File: config.mk
export PLATFORM = sky130hd
export DESIGN_NAME = crcm_div
export DESIGN_NICKNAME = d
export VERILOG_FILES = /design/src/sv/crcm_div.sv
export SDC_FILE = /design/constraint.sdc
export NUM_CORES = 1
export LEC_CHECK = 0
export CAP_MARGIN = 20
export CORE_MARGIN = 2
export CORE_UTILIZATION = 55
export DETAILED_ROUTE_END_ITERATION = 12
export DONT_BUFFER_PORTS = 1
export PLACE_DENSITY = 0.69
export SETUP_SLACK_MARGIN = 0.1
export SLEW_MARGIN = 20
export SYNTH_ARGS = -nofsm -noshare
export SYNTH_HDL_FRONTEND = slang
export SYNTH_SLANG_ARGS = --single-unit
File: constraint.sdc
create_clock -name clk -period 1.57 [get_ports clk]
set_input_delay 0.157 -clock clk [delete_from_list [all_inputs] [get_ports clk]]
set_output_delay 0.157 -clock clk [all_outputs]
set_load 0.005 [all_outputs]
File: src/sv/crcm_div.sv
// Quotient and remainder of a dividend by a fixed power-of-two divisor, by shift and mask.
// No package dependency; used by the top level to split the sector number.
module crcm_div #(
	parameter int W       = 48,
	parameter int DIVISOR = 8
) (
	input  logic                              clk,
	input  logic                              arst_n,
	input  logic                              start,
	input  logic [W-1:0]                      dividend,
	output logic [W-1:0]                      quot,
	output logic [$clog2(DIVISOR+1):0]        rem
);

	localparam int RW = $clog2(DIVISOR + 1) + 1;
	localparam int SH = $clog2(DIVISOR);

	logic [W-1:0]  quot_q;
	logic [RW-1:0] rem_q;

	// result is ready the cycle after start
	always_ff @(posedge clk or negedge arst_n) begin
		if (!arst_n) begin
			quot_q <= '0;
			rem_q  <= '0;
		end else if (start) begin
			quot_q <= dividend >> SH;
			rem_q  <= RW'(dividend & W'(DIVISOR - 1));
		end
	end

	assign quot = quot_q;
	assign rem  = rem_q;

endmodule

==> impl_metrics.prom <==
# TYPE chip_impl_metric gauge
chip_impl_metric{name="fin_crit",unit="ns"} 1.43
chip_impl_metric{name="r2r_slack",unit="ns"} 0.14
chip_impl_metric{name="area_of_the_die",unit="mm2"} 0.00394
chip_impl_info{name="synth_largest_area_cell",value="dfrtp_1"} 1
chip_impl_metric{name="drt_pre_antenna_iters",unit=""} 4
chip_impl_metric{name="grt_max_degree",unit=""} 49
chip_impl_metric{name="depth_of_the_worst_register_to_register_path",unit=""} 2
chip_impl_metric{name="crit_fanout",unit=""} 2
chip_impl_metric{name="avgRoutedWirePerCell",unit="um"} 19.9
chip_impl_metric{name="final-max-slew-violation-count",unit=""} 0
chip_impl_info{name="cts.root.buffer_cell",value="clkbuf_4"} 1
chip_impl_metric{name="num_io_pins",unit=""} 104
chip_impl_metric{name="seqPwrFrac",unit="%"} 57.2
chip_impl_info{name="timing.rr.end",value="quot[41]"} 1
chip_impl_info{name="crit_path_end_kind",value="register"} 1
chip_impl_metric{name="numPortBuffers",unit=""} 0
chip_impl_metric{name="max_clock_freq",unit="MHz"} 700
chip_impl_metric{name="synth_fa_ha_area_share",unit="%"} 0
chip_impl_metric{name="drc",unit=""} 0
chip_impl_metric{name="fillers",unit=""} 144
chip_impl_metric{name="floorplan.initialDensity",unit="%"} 57.0
chip_impl_metric{name="finalWirelength",unit="um"} 5030
chip_impl_metric{name="leakage",unit="nW"} 1.30
chip_impl_metric{name="grt_pass1_vias",unit=""} 1486
chip_impl_metric{name="ys.warnings.count",unit=""} 0
chip_impl_metric{name="core_area",unit="mm2"} 0.00334
chip_impl_metric{name="cts_max_path_buffers",unit=""} 2
chip_impl_metric{name="multiInputGateArea",unit="um2"} 634
chip_impl_metric{name="p_switching",unit="W"} 0.000614
chip_impl_metric{name="routabilityCongestion",unit=""} 0.648
chip_impl_info{name="combinational_family_with_the_most_area_after_synthesis",value="multiplexers"} 1
chip_impl_metric{name="initialDrtViolationCount",unit=""} 36
chip_impl_metric{name="synth.top_cell.area_share",unit="%"} 63.2
chip_impl_metric{name="track_usage",unit="%"} 27.8
chip_impl_metric{name="final-hold-violation-count",unit=""} 0
chip_impl_metric{name="number_of_antenna_violations_at_the_first_check_in_global_routing",unit=""} 0
chip_impl_metric{name="cap_violations",unit=""} 0
chip_impl_metric{name="worstPathArrival",unit="ns"} 1.68
chip_impl_metric{name="power.density",unit="mW/mm2"} 874
chip_impl_metric{name="comb_power_share",unit="%"} 19.6
chip_impl_metric{name="pwr-share-clk",unit="%"} 23.2
chip_impl_metric{name="synth-xor-area-share",unit="%"} 0
chip_impl_metric{name="totalNegativeSetupSlack",unit="ns"} 0
chip_impl_metric{name="finalCoreUtilization",unit="%"} 88.4
chip_impl_metric{name="synthSimpleGateAreaFrac",unit="%"} 0
chip_impl_metric{name="netlist_instances",unit=""} 107
chip_impl_metric{name="grt_pass1_wl",unit="um"} 8130
chip_impl_metric{name="grt_overflow_total",unit=""} 0
chip_impl_metric{name="seq_area_frac_synth",unit="%"} 63.2
chip_impl_metric{name="synth_cell_types",unit=""} 7
chip_impl_metric{name="number_of_register_bits_inferred_by_synthesis",unit=""} 48
chip_impl_info{name="worst_r2r_startpoint",value="quot[41]"} 1
chip_impl_metric{name="area_growth",unit="%"} 55.1
chip_impl_metric{name="detailed_place_hpwl",unit="um"} 2170
chip_impl_info{name="holdCritPathClass",value="primary input to async pin"} 1
chip_impl_metric{name="netlist_area_before_placement",unit="mm2"} 0.00190
chip_impl_metric{name="seqCellArea",unit="mm2"} 0.00120
chip_impl_metric{name="report.final.setup_viol",unit=""} 0
chip_impl_metric{name="resized_cells_post_cts",unit=""} 0
chip_impl_metric{name="swShare",unit="%"} 23.8
chip_impl_info{name="timing.setup.critical_path_class",value="register to register"} 1
chip_impl_metric{name="htree_levels",unit=""} 2
chip_impl_info{name="rsz_0062_raised_after_global_routing",value="no"} 1
chip_impl_metric{name="via_total_after_detailed_routing",unit=""} 1291
chip_impl_metric{name="finClkSkew",unit="ns"} 0
chip_impl_info{name="tritoncts",value="yes"} 1
chip_impl_metric{name="clk_transition_reported_paths",unit="ns"} 0.14
chip_impl_metric{name="avgViaCountPerCell",unit=""} 5.10
chip_impl_metric{name="synth.mux.area_fraction",unit="%"} 32.4
chip_impl_metric{name="worst-endpoint-required",unit="ns"} 1.83
chip_impl_info{name="worstSetupStartpoint",value="quot[41]"} 1
chip_impl_metric{name="p_int",unit="W"} 0.00196
chip_impl_metric{name="antenna_left",unit=""} 0
chip_impl_metric{name="post_cts_hold_buffer_count",unit=""} 98
chip_impl_metric{name="syn_avg_cell_area",unit="um2"} 17.8
chip_impl_info{name="synthTopCellsByArea",value="dfrtp_1 63%, mux2_2 17%, mux2_4 16%"} 1
chip_impl_metric{name="min_period_over_period",unit="%"} 91.0
chip_impl_metric{name="post_synthesis_compound_gate_area_fraction",unit="%"} 0
chip_impl_metric{name="clock_sink_count",unit=""} 48
chip_impl_metric{name="final_layout_size_suffix_gt1_share",unit="%"} 26.6
chip_impl_metric{name="diodes",unit=""} 0
chip_impl_info{name="status",value="complete, no violations"} 1
chip_impl_metric{name="dieHeight",unit="um"} 62.8
chip_impl_metric{name="dieWidth",unit="um"} 62.8
chip_impl_metric{name="clkLatencyLatePin",unit="ns"} 0.35
chip_impl_metric{name="peakVddDrop",unit="mV"} 0.598
chip_impl_info{name="critPathLaunchType",value="register"} 1
chip_impl_metric{name="tritoncts.num_buffers",unit=""} 5
chip_impl_metric{name="design.final.nets",unit=""} 257
chip_impl_metric{name="placement_rows",unit=""} 21
chip_impl_metric{name="postCtsSetupRepairBufs",unit=""} 0
-- per-layer routing --
| layer | share of wire [%] | global-route usage [%] | vias to the layer above |
|---|---|---|---|
| met2 | 50 | 47.3 | 80 |
| met3 | 7.9 | 9.01 | 9 |
| li1 | - | - | 560 |
| met1 | 41 | 34.5 | 642 |
| met5 | 0 | 0 | - |
| met4 | 1.3 | 6.67 | 0 |
-- cell usage in the layout, fill, tap and decap left out --
| master | count |
|---|---|
| dlygate4sd3_1 | 97 |
| dfrtp_1 | 48 |
| mux2_2 | 28 |
| mux2_4 | 20 |
| conb_1 | 5 |
| clkbuf_4 | 5 |
| clkbuf_1 | 2 |
| clkbuf_8 | 1 |
| buf_16 | 1 |
-- state kept, by name, summed over array words and instances (netlist names) --
signal / flops
quot: 45
rem: 3
-- area by class of cell --
cell class                 instances  area share (%)
sequential                        48            40.7
timing repair buffer              98            33.8
multi-input combinational         53            21.5
clock buffer                       8            1.99
tap                               46            1.95
-- critical path: stages (launching register included) --
cell and delay [ns]:
dfrtp_1 0.45, mux2_4 0.29, dlygate4sd3_1 0.58
-- worst max path at each step --
stage / end / slack, ns / depth (start not counted)
final: quot[41] / 0.14 / 2
after global routing: quot[35] / 0.13 / 2
after CTS: quot[32] / 0.20 / 2
after detailed placement: quot[12] / 0.78 / 1
after global placement: quot[31] / 0.79 / 1
after floorplan: quot[25] / 0.71 / 3
-- power groups by stage --
| stage | Clock, W | Combinational [W] | Sequential (W) |
|---|---|---|---|
| floorplan | 0 | 0.000201 | 0.00146 |
| finish | 0.000598 | 0.000506 | 0.00147 |
| global placement | 0 | 0.000168 | 0.00148 |
| detailed placement | 0 | 0.000179 | 0.00148 |
| CTS | 0.000582 | 0.000483 | 0.00146 |
| global route | 0.000667 | 0.000545 | 0.00149 |
-- stage by stage --
stage	area [um2]	power [W]	hold slack [ns]	worst slack, ns	instances
after global routing	2950	0.00270	0.306	0.128	253
after floorplan	1920	0.00166	-0.139	0.710	111
after global placement	1890	0.00165	-0.138	0.793	147
final	2950	0.00258	0.295	0.142	253
after CTS	2950	0.00253	0.298	0.199	253
after detailed placement	1890	0.00166	-0.138	0.777	147
-- synthesized netlist by cell type, drive strengths merged --
master	n
buf	10
mux2	48
dfrtp	48
conb	1
-- kinds of logic (layout without fill, tap and decap cells) --
kind of cell,after synthesis,count (layout)
buf+inv,10,106
flops,48,48
mux,48,48
other cells,1,5
No activity file was read; power rests on OpenSTA's default activity.
